===== src/hdl/tlq_pkg.sv =====
// Package for the three-level ready-queue scheduler: payload structs, codes,
// sequencer states and reset values. It depends on nothing else.
`timescale 1ns / 1ps
`default_nettype none

package tlq_pkg;

   localparam int TLQ_QUEUE_DEPTH = 32;
   localparam int TLQ_ID_BITS     = 8;
   localparam int TLQ_BURST_BITS  = 20;
   localparam int TLQ_PRIO_BITS   = 8;
   localparam int TLQ_CSR_BITS    = 8;
   localparam int TLQ_CSR_IDX_W   = 1;

   // Entry widths of the three level stores.
   localparam int TLQ_L1_W = TLQ_ID_BITS + TLQ_BURST_BITS;
   localparam int TLQ_L2_W = TLQ_ID_BITS + TLQ_PRIO_BITS;
   localparam int TLQ_L3_W = TLQ_ID_BITS;

   localparam logic [TLQ_CSR_BITS-1:0] TLQ_HIGH_THR_RESET = 8'd100;
   localparam logic [TLQ_CSR_BITS-1:0] TLQ_LOW_THR_RESET  = 8'd50;

   localparam logic [TLQ_CSR_IDX_W-1:0] TLQ_CSR_HIGH_THR = 1'd0;
   localparam logic [TLQ_CSR_IDX_W-1:0] TLQ_CSR_LOW_THR  = 1'd1;

   localparam logic [1:0] TLQ_LVL_ONE   = 2'd0;
   localparam logic [1:0] TLQ_LVL_TWO   = 2'd1;
   localparam logic [1:0] TLQ_LVL_THREE = 2'd2;

   typedef enum logic [1:0] {
      TLQ_MODE_INSERT = 2'd0,
      TLQ_MODE_BLOCK  = 2'd1,
      TLQ_MODE_YIELD  = 2'd2
   } tlq_mode_type;

   typedef enum logic [2:0] {
      TLQ_IDLE,
      TLQ_DECIDE,
      TLQ_SCAN,
      TLQ_PLACE,
      TLQ_FRONT,
      TLQ_RESP
   } tlq_state_type;

   typedef struct packed {
      logic [1:0]                mode;
      logic [TLQ_ID_BITS-1:0]    thread_id;
      logic [TLQ_PRIO_BITS-1:0]  priority_req;
      logic [TLQ_BURST_BITS-1:0] burst;
   } tlq_req_type;

   typedef struct packed {
      logic                   switch_valid;
      logic [TLQ_ID_BITS-1:0] next_thread_id;
      logic [1:0]             from_level;
      logic [1:0]             queued_level;
      logic                   queue_full;
   } tlq_rsp_type;

   // Per-level store operation issued by the sequencer.
   typedef struct packed {
      logic wr_en;
      logic push;
      logic pop;
   } tlq_qop_type;

endpackage

`default_nettype wire


===== src/hdl/tlq_queue.sv =====
// One ready-queue store: a circular buffer in a memory with head and fill count.
// Addresses are logical (0 is the front). Uses tlq_pkg for the operation struct.
`timescale 1ns / 1ps
`default_nettype none

module tlq_queue #(
   parameter int QUEUE_DEPTH = tlq_pkg::TLQ_QUEUE_DEPTH,
   parameter int ENTRY_W     = tlq_pkg::TLQ_L3_W
) (
   input  wire logic                               clock,
   input  wire logic                               reset,
   input  wire tlq_pkg::tlq_qop_type               op,
   input  wire logic [$clog2(QUEUE_DEPTH)-1:0]     rd_idx,
   input  wire logic [$clog2(QUEUE_DEPTH)-1:0]     wr_idx,
   input  wire logic [ENTRY_W-1:0]                 wr_data,
   output logic      [ENTRY_W-1:0]                 rd_data,
   output logic      [$clog2(QUEUE_DEPTH+1)-1:0]   count
);
   import tlq_pkg::*;

   localparam int IDX_W = $clog2(QUEUE_DEPTH);
   localparam int CNT_W = $clog2(QUEUE_DEPTH + 1);
   localparam logic [IDX_W:0]   DEPTH_WIDE = (IDX_W + 1)'(QUEUE_DEPTH);
   localparam logic [IDX_W-1:0] LAST_IDX   = IDX_W'(QUEUE_DEPTH - 1);

   logic [ENTRY_W-1:0] mem_ff [QUEUE_DEPTH];
   logic [ENTRY_W-1:0] rd_data_ff;
   logic [IDX_W-1:0]   head_ff, head_in;
   logic [CNT_W-1:0]   count_ff, count_in;
   logic [IDX_W-1:0]   rd_phys, wr_phys;
   logic [IDX_W:0]     rd_sum, wr_sum;

   // Logical to physical address: head plus offset, wrapped once.
   always_comb begin
      rd_sum = {1'b0, head_ff} + {1'b0, rd_idx};
      wr_sum = {1'b0, head_ff} + {1'b0, wr_idx};
      if (rd_sum >= DEPTH_WIDE) begin
         rd_sum = rd_sum - DEPTH_WIDE;
      end
      if (wr_sum >= DEPTH_WIDE) begin
         wr_sum = wr_sum - DEPTH_WIDE;
      end
      rd_phys = rd_sum[IDX_W-1:0];
      wr_phys = wr_sum[IDX_W-1:0];
   end

   always_comb begin
      head_in  = head_ff;
      count_in = count_ff;
      if (op.pop) begin
         head_in  = (head_ff == LAST_IDX) ? '0 : head_ff + IDX_W'(1);
         count_in = count_ff - CNT_W'(1);
      end else if (op.push) begin
         count_in = count_ff + CNT_W'(1);
      end
   end

   always_ff @(posedge clock) begin
      if (reset) begin
         head_ff  <= '0;
         count_ff <= '0;
      end else begin
         head_ff  <= head_in;
         count_ff <= count_in;
      end
   end

   always_ff @(posedge clock) begin
      if (op.wr_en) begin
         mem_ff[wr_phys] <= wr_data;
      end
      rd_data_ff <= mem_ff[rd_phys];
   end

   assign rd_data = rd_data_ff;
   assign count   = count_ff;

endmodule

`default_nettype wire


===== src/hdl/tlq_seq.sv =====
// Sequencer of the scheduler: decides each item, walks sorted inserts one entry
// a cycle through a single shared comparator. Uses tlq_pkg.
`timescale 1ns / 1ps
`default_nettype none

module tlq_seq #(
   parameter int QUEUE_DEPTH = tlq_pkg::TLQ_QUEUE_DEPTH
) (
   input  wire logic                                    clock,
   input  wire logic                                    reset,
   input  wire logic                                    start,
   input  wire tlq_pkg::tlq_req_type                    item,
   input  wire logic [tlq_pkg::TLQ_CSR_BITS-1:0]        high_thr,
   input  wire logic [tlq_pkg::TLQ_CSR_BITS-1:0]        low_thr,
   input  wire logic [$clog2(QUEUE_DEPTH+1)-1:0]        count_one,
   input  wire logic [$clog2(QUEUE_DEPTH+1)-1:0]        count_two,
   input  wire logic [$clog2(QUEUE_DEPTH+1)-1:0]        count_three,
   input  wire logic [tlq_pkg::TLQ_L1_W-1:0]            rd_data_one,
   input  wire logic [tlq_pkg::TLQ_L2_W-1:0]            rd_data_two,
   input  wire logic [tlq_pkg::TLQ_L3_W-1:0]            rd_data_three,
   input  wire logic                                    out_free,
   output logic                                         idle,
   output logic                                         done,
   output tlq_pkg::tlq_rsp_type                         result,
   output logic      [$clog2(QUEUE_DEPTH)-1:0]          rd_idx,
   output logic      [$clog2(QUEUE_DEPTH)-1:0]          wr_idx,
   output logic                                         wr_shift,
   output tlq_pkg::tlq_qop_type                         qop_one,
   output tlq_pkg::tlq_qop_type                         qop_two,
   output tlq_pkg::tlq_qop_type                         qop_three
);
   import tlq_pkg::*;

   localparam int IDX_W = $clog2(QUEUE_DEPTH);
   localparam int CNT_W = $clog2(QUEUE_DEPTH + 1);
   localparam logic [CNT_W-1:0] DEPTH_CNT = CNT_W'(QUEUE_DEPTH);

   tlq_state_type state_ff, state_in;
   logic [1:0]       lvl_ff, lvl_in;
   logic [IDX_W-1:0] pos_ff, pos_in;
   tlq_rsp_type      res_ff, res_in;

   tlq_mode_type     mode;
   logic             prio_hi, prio_lo;
   logic [1:0]       ins_lvl;
   logic [CNT_W-1:0] ins_cnt, ins_cnt_m1;
   logic             ins_full, ins_direct;
   logic             ne_one, ne_two, ne_three;
   logic [1:0]       front_lvl;
   logic             blk_go, yld_go;
   logic             take;
   logic [TLQ_ID_BITS-1:0]    front_id;
   logic [TLQ_BURST_BITS-1:0] cmp_a, cmp_b;
   logic             cmp_lt;
   logic [1:0]       act_lvl;
   tlq_qop_type      act_op;

   assign mode    = tlq_mode_type'(item.mode);
   assign prio_hi = item.priority_req >= high_thr;
   assign prio_lo = item.priority_req >= low_thr;
   assign ins_lvl = prio_hi ? TLQ_LVL_ONE : (prio_lo ? TLQ_LVL_TWO : TLQ_LVL_THREE);

   always_comb begin
      case (ins_lvl)
         TLQ_LVL_ONE: ins_cnt = count_one;
         TLQ_LVL_TWO: ins_cnt = count_two;
         default:     ins_cnt = count_three;
      endcase
   end

   assign ins_cnt_m1 = ins_cnt - CNT_W'(1);
   assign ins_full   = ins_cnt == DEPTH_CNT;
   // Level three appends at its tail, and an empty sorted level needs no walk.
   assign ins_direct = (ins_lvl == TLQ_LVL_THREE) || (ins_cnt == '0);

   assign ne_one    = count_one != '0;
   assign ne_two    = count_two != '0;
   assign ne_three  = count_three != '0;
   assign front_lvl = ne_one ? TLQ_LVL_ONE : (ne_two ? TLQ_LVL_TWO : TLQ_LVL_THREE);
   assign blk_go    = ne_one || ne_two || ne_three;
   assign yld_go    = ne_one || (!prio_lo && (ne_two || ne_three));

   // The shared comparator. Walking level two compares priorities; walking
   // level one and the yield check compare bursts.
   always_comb begin
      if (state_ff == TLQ_SCAN && lvl_ff == TLQ_LVL_TWO) begin
         cmp_a = TLQ_BURST_BITS'(rd_data_two[TLQ_PRIO_BITS-1:0]);
         cmp_b = TLQ_BURST_BITS'(item.priority_req);
      end else begin
         cmp_a = item.burst;
         cmp_b = rd_data_one[TLQ_BURST_BITS-1:0];
      end
   end
   assign cmp_lt = cmp_a < cmp_b;

   // A yielding thread keeps the processor when it beats the front of level one.
   assign take = !(mode == TLQ_MODE_YIELD && lvl_ff == TLQ_LVL_ONE && prio_hi && cmp_lt);

   always_comb begin
      case (lvl_ff)
         TLQ_LVL_ONE: front_id = rd_data_one[TLQ_L1_W-1 -: TLQ_ID_BITS];
         TLQ_LVL_TWO: front_id = rd_data_two[TLQ_L2_W-1 -: TLQ_ID_BITS];
         default:     front_id = rd_data_three;
      endcase
   end

   // Next state.
   always_comb begin
      state_in = state_ff;
      unique case (state_ff)
         TLQ_IDLE: begin
            if (start) begin
               state_in = TLQ_DECIDE;
            end
         end
         TLQ_DECIDE: begin
            unique case (mode)
               TLQ_MODE_INSERT: state_in = (ins_full || ins_direct) ? TLQ_RESP : TLQ_SCAN;
               TLQ_MODE_BLOCK:  state_in = blk_go ? TLQ_FRONT : TLQ_RESP;
               TLQ_MODE_YIELD:  state_in = yld_go ? TLQ_FRONT : TLQ_RESP;
               default:         state_in = TLQ_RESP;
            endcase
         end
         TLQ_SCAN: begin
            if (!cmp_lt) begin
               state_in = TLQ_RESP;
            end else if (pos_ff == IDX_W'(1)) begin
               state_in = TLQ_PLACE;
            end
         end
         TLQ_PLACE: state_in = TLQ_RESP;
         TLQ_FRONT: state_in = TLQ_RESP;
         TLQ_RESP: begin
            if (out_free) begin
               state_in = TLQ_IDLE;
            end
         end
         default: state_in = TLQ_IDLE;
      endcase
   end

   // Outputs and datapath updates.
   always_comb begin
      act_lvl  = lvl_ff;
      act_op   = '0;
      rd_idx   = '0;
      wr_idx   = pos_ff;
      wr_shift = 1'b0;
      pos_in   = pos_ff;
      lvl_in   = lvl_ff;
      res_in   = res_ff;
      done     = 1'b0;
      unique case (state_ff)
         TLQ_IDLE: begin
         end
         TLQ_DECIDE: begin
            res_in = '0;
            unique case (mode)
               TLQ_MODE_INSERT: begin
                  res_in.queued_level = ins_lvl;
                  res_in.queue_full   = ins_full;
                  act_lvl             = ins_lvl;
                  lvl_in              = ins_lvl;
                  pos_in              = ins_cnt[IDX_W-1:0];
                  rd_idx              = ins_cnt_m1[IDX_W-1:0];
                  wr_idx              = ins_cnt[IDX_W-1:0];
                  if (!ins_full && ins_direct) begin
                     act_op.wr_en = 1'b1;
                     act_op.push  = 1'b1;
                  end
               end
               TLQ_MODE_BLOCK: begin
                  lvl_in = front_lvl;
               end
               TLQ_MODE_YIELD: begin
                  lvl_in = front_lvl;
               end
               default: begin
               end
            endcase
         end
         TLQ_SCAN: begin
            if (cmp_lt) begin
               // Move the entry ahead of the gap one place back.
               act_op.wr_en = 1'b1;
               wr_shift     = 1'b1;
               pos_in       = pos_ff - IDX_W'(1);
               rd_idx       = pos_ff - IDX_W'(2);
            end else begin
               act_op.wr_en = 1'b1;
               act_op.push  = 1'b1;
            end
         end
         TLQ_PLACE: begin
            act_op.wr_en = 1'b1;
            act_op.push  = 1'b1;
         end
         TLQ_FRONT: begin
            if (take) begin
               act_op.pop            = 1'b1;
               res_in.switch_valid   = 1'b1;
               res_in.next_thread_id = front_id;
               res_in.from_level     = lvl_ff;
            end
         end
         TLQ_RESP: begin
            done = out_free;
         end
         default: begin
         end
      endcase
   end

   assign qop_one   = (act_lvl == TLQ_LVL_ONE)   ? act_op : '0;
   assign qop_two   = (act_lvl == TLQ_LVL_TWO)   ? act_op : '0;
   assign qop_three = (act_lvl == TLQ_LVL_THREE) ? act_op : '0;

   always_ff @(posedge clock) begin
      if (reset) begin
         state_ff <= TLQ_IDLE;
      end else begin
         state_ff <= state_in;
      end
   end

   always_ff @(posedge clock) begin
      lvl_ff <= lvl_in;
      pos_ff <= pos_in;
      res_ff <= res_in;
   end

   assign idle   = state_ff == TLQ_IDLE;
   assign result = res_ff;

endmodule

`default_nettype wire


===== src/hdl/three_level_ready_queue_scheduler_unit.sv =====
// Top level of the three-level ready-queue scheduler: threshold registers,
// input and result registers, three level stores and the sequencer.
// Depends on tlq_pkg, tlq_queue and tlq_seq.
`timescale 1ns / 1ps
`default_nettype none

// This block keeps three ready queues of QUEUE_DEPTH threads each. An insert
// item places a thread by priority: at or above high_threshold it joins level
// one, sorted by ascending burst estimate; at or above low_threshold it joins
// level two, sorted by descending priority; otherwise it is appended to the
// first-in first-out level three. Equal entries keep their arrival order. A
// full target level drops the thread and sets queue_full. A select item takes
// the front of the highest non-empty level, and a yield select keeps the
// current thread when it should not be preempted. Every item yields exactly
// one result item. The block works on one item at a time, and req_stall is
// high from the cycle after acceptance until the result has been loaded into
// the output register. A level-three insert, an insert into an empty sorted
// level, a dropped insert, an item of the unused mode and a select that finds
// no queue front go from decide straight to the result. A select that reads a
// queue front adds a front step, whether it takes that thread or a yielding
// thread keeps the processor. An insert into a non-empty sorted level adds a
// scan step per queued entry that sorts behind the new thread and one step
// that writes it. Each level's memory has a single read and write port: one
// entry is compared and moved per cycle. No clearing pass runs after reset.
// Thresholds must be written through the csr port only while the block is
// idle, by the user; the block itself does not enforce this.
module three_level_ready_queue_scheduler_unit #(
   parameter int QUEUE_DEPTH = tlq_pkg::TLQ_QUEUE_DEPTH
) (
   input  wire logic                                  clock,
   input  wire logic                                  reset,
   input  wire logic                                  req_valid,
   output logic                                       req_stall,
   input  wire tlq_pkg::tlq_req_type                  req_payload,
   output logic                                       rsp_valid,
   input  wire logic                                  rsp_stall,
   output tlq_pkg::tlq_rsp_type                       rsp_payload,
   input  wire logic                                  csr_wr_en,
   input  wire logic [tlq_pkg::TLQ_CSR_IDX_W-1:0]     csr_index,
   input  wire logic [tlq_pkg::TLQ_CSR_BITS-1:0]      csr_wdata
);
   import tlq_pkg::*;

   localparam int IDX_W = $clog2(QUEUE_DEPTH);
   localparam int CNT_W = $clog2(QUEUE_DEPTH + 1);

   // Threshold registers.
   logic [TLQ_CSR_BITS-1:0] high_thr_ff, high_thr_in;
   logic [TLQ_CSR_BITS-1:0] low_thr_ff, low_thr_in;

   // The accepted item stays here while the sequencer works on it.
   tlq_req_type item_ff, item_in;
   logic        req_accept;

   // Result register, which parts the sequencer from the result channel.
   logic        rsp_valid_ff, rsp_valid_in;
   tlq_rsp_type rsp_payload_ff, rsp_payload_in;
   logic        out_free;

   logic        seq_idle, seq_done;
   tlq_rsp_type seq_result;
   logic [IDX_W-1:0] rd_idx, wr_idx;
   logic        wr_shift;
   tlq_qop_type qop_one, qop_two, qop_three;

   logic [CNT_W-1:0]    count_one, count_two, count_three;
   logic [TLQ_L1_W-1:0] rd_data_one, wr_data_one;
   logic [TLQ_L2_W-1:0] rd_data_two, wr_data_two;
   logic [TLQ_L3_W-1:0] rd_data_three, wr_data_three;

   always_comb begin
      high_thr_in = high_thr_ff;
      low_thr_in  = low_thr_ff;
      if (csr_wr_en) begin
         unique case (csr_index)
            TLQ_CSR_HIGH_THR: high_thr_in = csr_wdata;
            TLQ_CSR_LOW_THR:  low_thr_in  = csr_wdata;
            default: begin
            end
         endcase
      end
   end

   always_ff @(posedge clock) begin
      if (reset) begin
         high_thr_ff <= TLQ_HIGH_THR_RESET;
         low_thr_ff  <= TLQ_LOW_THR_RESET;
      end else begin
         high_thr_ff <= high_thr_in;
         low_thr_ff  <= low_thr_in;
      end
   end

   assign req_stall  = !seq_idle;
   assign req_accept = req_valid && !req_stall;
   assign item_in    = req_accept ? req_payload : item_ff;

   always_ff @(posedge clock) begin
      item_ff <= item_in;
   end

   // A new result may load when the register is empty or being taken.
   assign out_free = !rsp_valid_ff || !rsp_stall;

   always_comb begin
      rsp_valid_in   = rsp_valid_ff;
      rsp_payload_in = rsp_payload_ff;
      if (seq_done) begin
         rsp_valid_in   = 1'b1;
         rsp_payload_in = seq_result;
      end else if (rsp_valid_ff && !rsp_stall) begin
         rsp_valid_in = 1'b0;
      end
   end

   always_ff @(posedge clock) begin
      if (reset) begin
         rsp_valid_ff <= 1'b0;
      end else begin
         rsp_valid_ff <= rsp_valid_in;
      end
   end

   always_ff @(posedge clock) begin
      rsp_payload_ff <= rsp_payload_in;
   end

   assign rsp_valid   = rsp_valid_ff;
   assign rsp_payload = rsp_payload_ff;

   // A walk step rewrites the entry just read one place further back; any
   // other write stores the new thread.
   assign wr_data_one   = wr_shift ? rd_data_one : {item_ff.thread_id, item_ff.burst};
   assign wr_data_two   = wr_shift ? rd_data_two : {item_ff.thread_id, item_ff.priority_req};
   assign wr_data_three = item_ff.thread_id;

   tlq_seq #(
      .QUEUE_DEPTH(QUEUE_DEPTH)
   ) u_seq (
      .clock        (clock),
      .reset        (reset),
      .start        (req_accept),
      .item         (item_ff),
      .high_thr     (high_thr_ff),
      .low_thr      (low_thr_ff),
      .count_one    (count_one),
      .count_two    (count_two),
      .count_three  (count_three),
      .rd_data_one  (rd_data_one),
      .rd_data_two  (rd_data_two),
      .rd_data_three(rd_data_three),
      .out_free     (out_free),
      .idle         (seq_idle),
      .done         (seq_done),
      .result       (seq_result),
      .rd_idx       (rd_idx),
      .wr_idx       (wr_idx),
      .wr_shift     (wr_shift),
      .qop_one      (qop_one),
      .qop_two      (qop_two),
      .qop_three    (qop_three)
   );

   tlq_queue #(
      .QUEUE_DEPTH(QUEUE_DEPTH),
      .ENTRY_W    (TLQ_L1_W)
   ) u_level_one (
      .clock  (clock),
      .reset  (reset),
      .op     (qop_one),
      .rd_idx (rd_idx),
      .wr_idx (wr_idx),
      .wr_data(wr_data_one),
      .rd_data(rd_data_one),
      .count  (count_one)
   );

   tlq_queue #(
      .QUEUE_DEPTH(QUEUE_DEPTH),
      .ENTRY_W    (TLQ_L2_W)
   ) u_level_two (
      .clock  (clock),
      .reset  (reset),
      .op     (qop_two),
      .rd_idx (rd_idx),
      .wr_idx (wr_idx),
      .wr_data(wr_data_two),
      .rd_data(rd_data_two),
      .count  (count_two)
   );

   tlq_queue #(
      .QUEUE_DEPTH(QUEUE_DEPTH),
      .ENTRY_W    (TLQ_L3_W)
   ) u_level_three (
      .clock  (clock),
      .reset  (reset),
      .op     (qop_three),
      .rd_idx (rd_idx),
      .wr_idx (wr_idx),
      .wr_data(wr_data_three),
      .rd_data(rd_data_three),
      .count  (count_three)
   );

   // Only one item is in work at a time.
   assert property (@(posedge clock) disable iff (reset)
      req_accept |=> req_stall)
      else $error("item accepted while another was still in work");

   // Queue fill counts move only while an item is in work.
   assert property (@(posedge clock) disable iff (reset)
      (!$past(reset) && (count_one != $past(count_one) || count_two != $past(count_two)
         || count_three != $past(count_three))) |-> $past(req_stall))
      else $error("queue fill count changed while idle");

   // A dropped insert never reports a switch.
   assert property (@(posedge clock) disable iff (reset)
      rsp_valid |-> !(rsp_payload.queue_full && rsp_payload.switch_valid))
      else $error("result reports both a drop and a switch");

   // A new result appears only as the end of an item's work.
   assert property (@(posedge clock) disable iff (reset)
      $rose(rsp_valid) |-> $past(req_stall))
      else $error("result appeared without an item in work");

endmodule

`default_nettype wire


===== config.mk =====
export PLATFORM = sky130hd
export DESIGN_NAME = three_level_ready_queue_scheduler_unit
export DESIGN_NICKNAME = d
export VERILOG_FILES = /design/src/hdl/tlq_pkg.sv /design/src/hdl/tlq_queue.sv /design/src/hdl/tlq_seq.sv /design/src/hdl/three_level_ready_queue_scheduler_unit.sv
export SDC_FILE = /design/constraint.sdc
export NUM_CORES = 2
export LEC_CHECK = 0
export CAP_MARGIN = 25
export CORE_MARGIN = 2
export CORE_UTILIZATION = 30
export CTS_BUF_LIST = sky130_fd_sc_hd__clkbuf_16
export CTS_CLUSTER_DIAMETER = 30
export DETAILED_ROUTE_END_ITERATION = 8
export DONT_BUFFER_PORTS = 1
export PLACE_DENSITY = 0.4
export SYNTH_ARGS = -nofsm -noshare
export SYNTH_HDL_FRONTEND = slang
export SYNTH_SLANG_ARGS = --single-unit

===== constraint.sdc =====
create_clock -name clock -period 14.11 [get_ports clock]
set_input_delay 2.1165 -clock clock [delete_from_list [all_inputs] [get_ports clock]]
set_output_delay 2.1165 -clock clock [all_outputs]
set_load 0.05 [all_outputs]

==> flow_summary.yaml <==
status:
  outcome: "completed"
sta:
  finClkSkew_ns: 0.1465
  period_needed_ns: 9.120
  tightest_slew_ns: 1.099
  rsz0062_at_grt: "no"
  finalSetupViolations: 0
  slew_headroom_pct: 26.76
  fmax_mhz: 109.6
  slew_violations: 0
  setup_tns_ns: 0
  post-route-period-util_pct: 64.64
  hold_violations: 0
power_and_ir_drop:
  power_mw: 18.75
  combinationalPowerShare_pct: 10.6
  netSwitchingPower_mw: 4.572
  p_per_area_nw_per_um2: 195.3
  leakage_nw: 31.78
  power_frac_clock_pct: 54.8
  seq_power_share_pct: 34.5
  switching_share_pct: 24.39
  vdd_drop_max_uv: 110.7
  internal_power_mw: 14.18
die:
  pin_count: 68
  row_count: 184
  start_util_pct: 30.07
  die_area_um2: 255300
  die_h_um: 505.3
  core_region_area_um2: 250700
  die_w_um: 505.3
synth:
  synth_cells: 3989
  synth_warnings: 0
  synth_most_common_cell: "edfxtp_1"
  syn-num-nets: 4132
  synth_edf_count: 1737
  synth.top_cells.by_count: "1737 x edfxtp_1, 416 x mux4_2, 209 x nand2_1"
  avgSynthCellArea_um2: 18.90
  synth_top_area_share_pct: 69.20
  ys_types: 79
  yosys.area.top_type: "edfxtp_1"
  ys_seq_area_share_pct: 71.99
  synth_seq_cells: 1842
  ys.flop_type: "edfxtp_1"
  synth.area.top_cells: "edfxtp_1 69%, mux4_2 12%, dfxtp_1 2.8%"
  async_reset_ff_share_pct: 0
  syn-cell-area_um2: 75380
global_routing:
  grt_pass1_vias: 42313
  antenna_found_initial: 20
  grt_first_pass_wirelength_um: 325600
  grt_use_total_pct: 17.85
  gr-total-overflow: 0
  grt_max_degree: 93
drt:
  first_pass_iters: 5
  wl_per_cell_um: 28.58
  drtIter0Drc: 3307
  via_per_inst: 5.050
  drc: 0
  ant_nets: 0
  drt_wl_total_um: 231000
  num_vias: 40811
worst_setup_path:
  cp-start-kind: "flop"
  worstPathCellList: "nor2b_1 -> nand2_2 -> and2_1 -> ha_1 -> nand4_1 -> nor3_1 -> o2111ai_1 -> o2111a_1 -> nand2_2 -> buf_4 -> o22ai_1 -> ha_4 -> buf_4 -> buf_4 -> mux4_2 -> a221oi_1 -> a2bb2oi_1 -> nand2b_1 -> o221ai_1 -> mux2_2"
  worst-setup-path-type: "flop to flop"
  critical_path_peak_fanout: 41
  cpMostUsedCell: "buf_4"
  arrival_ns: 9.92
  cp_top_family: "simple AND/OR/NAND/NOR gates"
  critPathSlowestCell: "buf_4"
  required_ns: 14.91
  critical-path-max-stage-delay_ns: 0.77
  endpoint_kind: "flop"
  cp_num_buf_inv: 3
clocking:
  cts_sinks: 1842
  cts_made_buffers: 453
  cts_tree: "done"
  cts_resized: 0
  cts.clk_slew.worst_paths_ns: 0.04
  clk_latency_ns: 1.01
  post_cts_buffers: 0
  clock_path_buffers: 4
  ctsHoldBuffers: 0
  clockRootBuffer: "clkbuf_16"
  cts-htree-levels: 5
final_layout:
  syn2layout_area_growth_pct: 27.33
  drive_above_1_share_pct: 30.39
  layout.nets: 4495
placed_design:
  port_buffers: 0
  gp_congestion: 0.7884
  dp_hpwl_um: 129000
run:
  max_cap_violations: 0
worst_hold_path:
  min_path_type: "flop to flop"
## worst paths after layout
check | from | end | slack, ns | cells past startpoint
setup reg to reg | u_seq.lvl_ff[1] | u_level_two.rd_data[3] | 4.99 | 20
setup / recovery | u_seq.lvl_ff[1] | u_level_two.rd_data[3] | 4.99 | 20
hold reg to reg | u_seq.result[12] | rsp_payload[12] | 0.43 | 0
hold / removal | u_seq.result[12] | rsp_payload[12] | 0.43 | 0
## kinds of logic (layout without fill, tap and decap cells)
logic type	Yosys count	in the layout	share of synthesized area, %
buffers and inverters	276	1013	1.537
xor gates and xnor gates	49	49	0.5992
adders and majority gates	91	91	1.570
DFF	1842	1842	71.99
muxes	638	638	15.59
other	0	8	0
and+or+nand+nor	586	586	3.617
AOI/OAI and AO/OA	507	507	5.099
## worst reg2reg max path: stages (launching register included)
cell	delay [ns]
edfxtp_1	0.65
nor2b_1	0.29
nand2_2	0.56
and2_1	0.45
ha_1	0.32
nand4_1	0.14
nor3_1	0.56
o2111ai_1	0.28
o2111a_1	0.45
nand2_2	0.56
buf_4	0.46
o22ai_1	0.31
ha_4	0.69
buf_4	0.78
buf_4	0.77
mux4_2	0.66
a221oi_1	0.33
a2bb2oi_1	0.18
nand2b_1	0.12
o221ai_1	0.14
mux2_2	0.31
## power groups by stage
stage	clock [mW]	combinational (mW)	sequential (mW)
2_1_floorplan	0	1.31	6.44
3_3_place_gp	0	1.96	6.59
3_5_place_dp	0	1.99	6.58
4_1_cts	10.5	2.00	6.49
5_1_grt	10.7	2.17	6.48
6_report	10.3	1.99	6.48
## state kept, by name, indices dropped and copies added, names as in the netlist, 8 cells and up
name                   cells
u_level_one.rd_data       28
item_ff                   30
u_level_three.rd_data      8
u_level_two.rd_data       16
rsp_payload               14
u_level_two.mem_ff       512
low_thr_ff                 8
u_level_three.mem_ff     256
wr_data_three              8
u_seq.result              14
high_thr_ff                8
u_level_one.mem_ff       896
## metrics by stage
stage               cells  util (%)  setup slack [ns]  area, um2  hold slack [ns]
global placement     7217     31.90             4.982      79980           0.4128
CTS                  8058     38.10             4.784      95530           0.4322
detailed placement   7229     32.01             4.839      80240           0.4206
finish               8082     38.28             4.990      95980           0.4301
floorplan            3989         -             7.297      75380           0.4003
global route         8077     38.28             4.255      95970           0.4409
## layout by cell type, fill, tap and decap left out, drive strengths merged, types with 73 or more instances in the layout
cell type,instances
a21oi,87
a221oi,156
buf,127
bufinv,73
clkbuf,454
clkinv,186
dfxtp,105
edfxtp,1737
ha,85
inv,126
mux2,95
mux2i,127
mux4,416
nand2,210
nor2,175
## layer usage
layer  vias up  routed length, um  global-route usage (%)
li1      17488                  -                       -
met1     21699             100600                   23.61
met2      1202             113600                   29.83
met3       414              10570                   3.267
met4         8               6196                   5.306
met5         -                 57                       0
## layout make-up
type / count / area (um2)
Tap cell: 3348 / 4189
Clock inverter: 375 / 3929
Multi-Input combinational cell: 1871 / 20550
Inverter: 57 / 214.0
Clock buffer: 454 / 11360
Fill cell: 22755 / 154700
Timing Repair Buffer: 127 / 1454
Antenna cell: 8 / 20.02
Sequential cell: 1842 / 54260
Note: power is estimated with default switching activity, not from simulation.
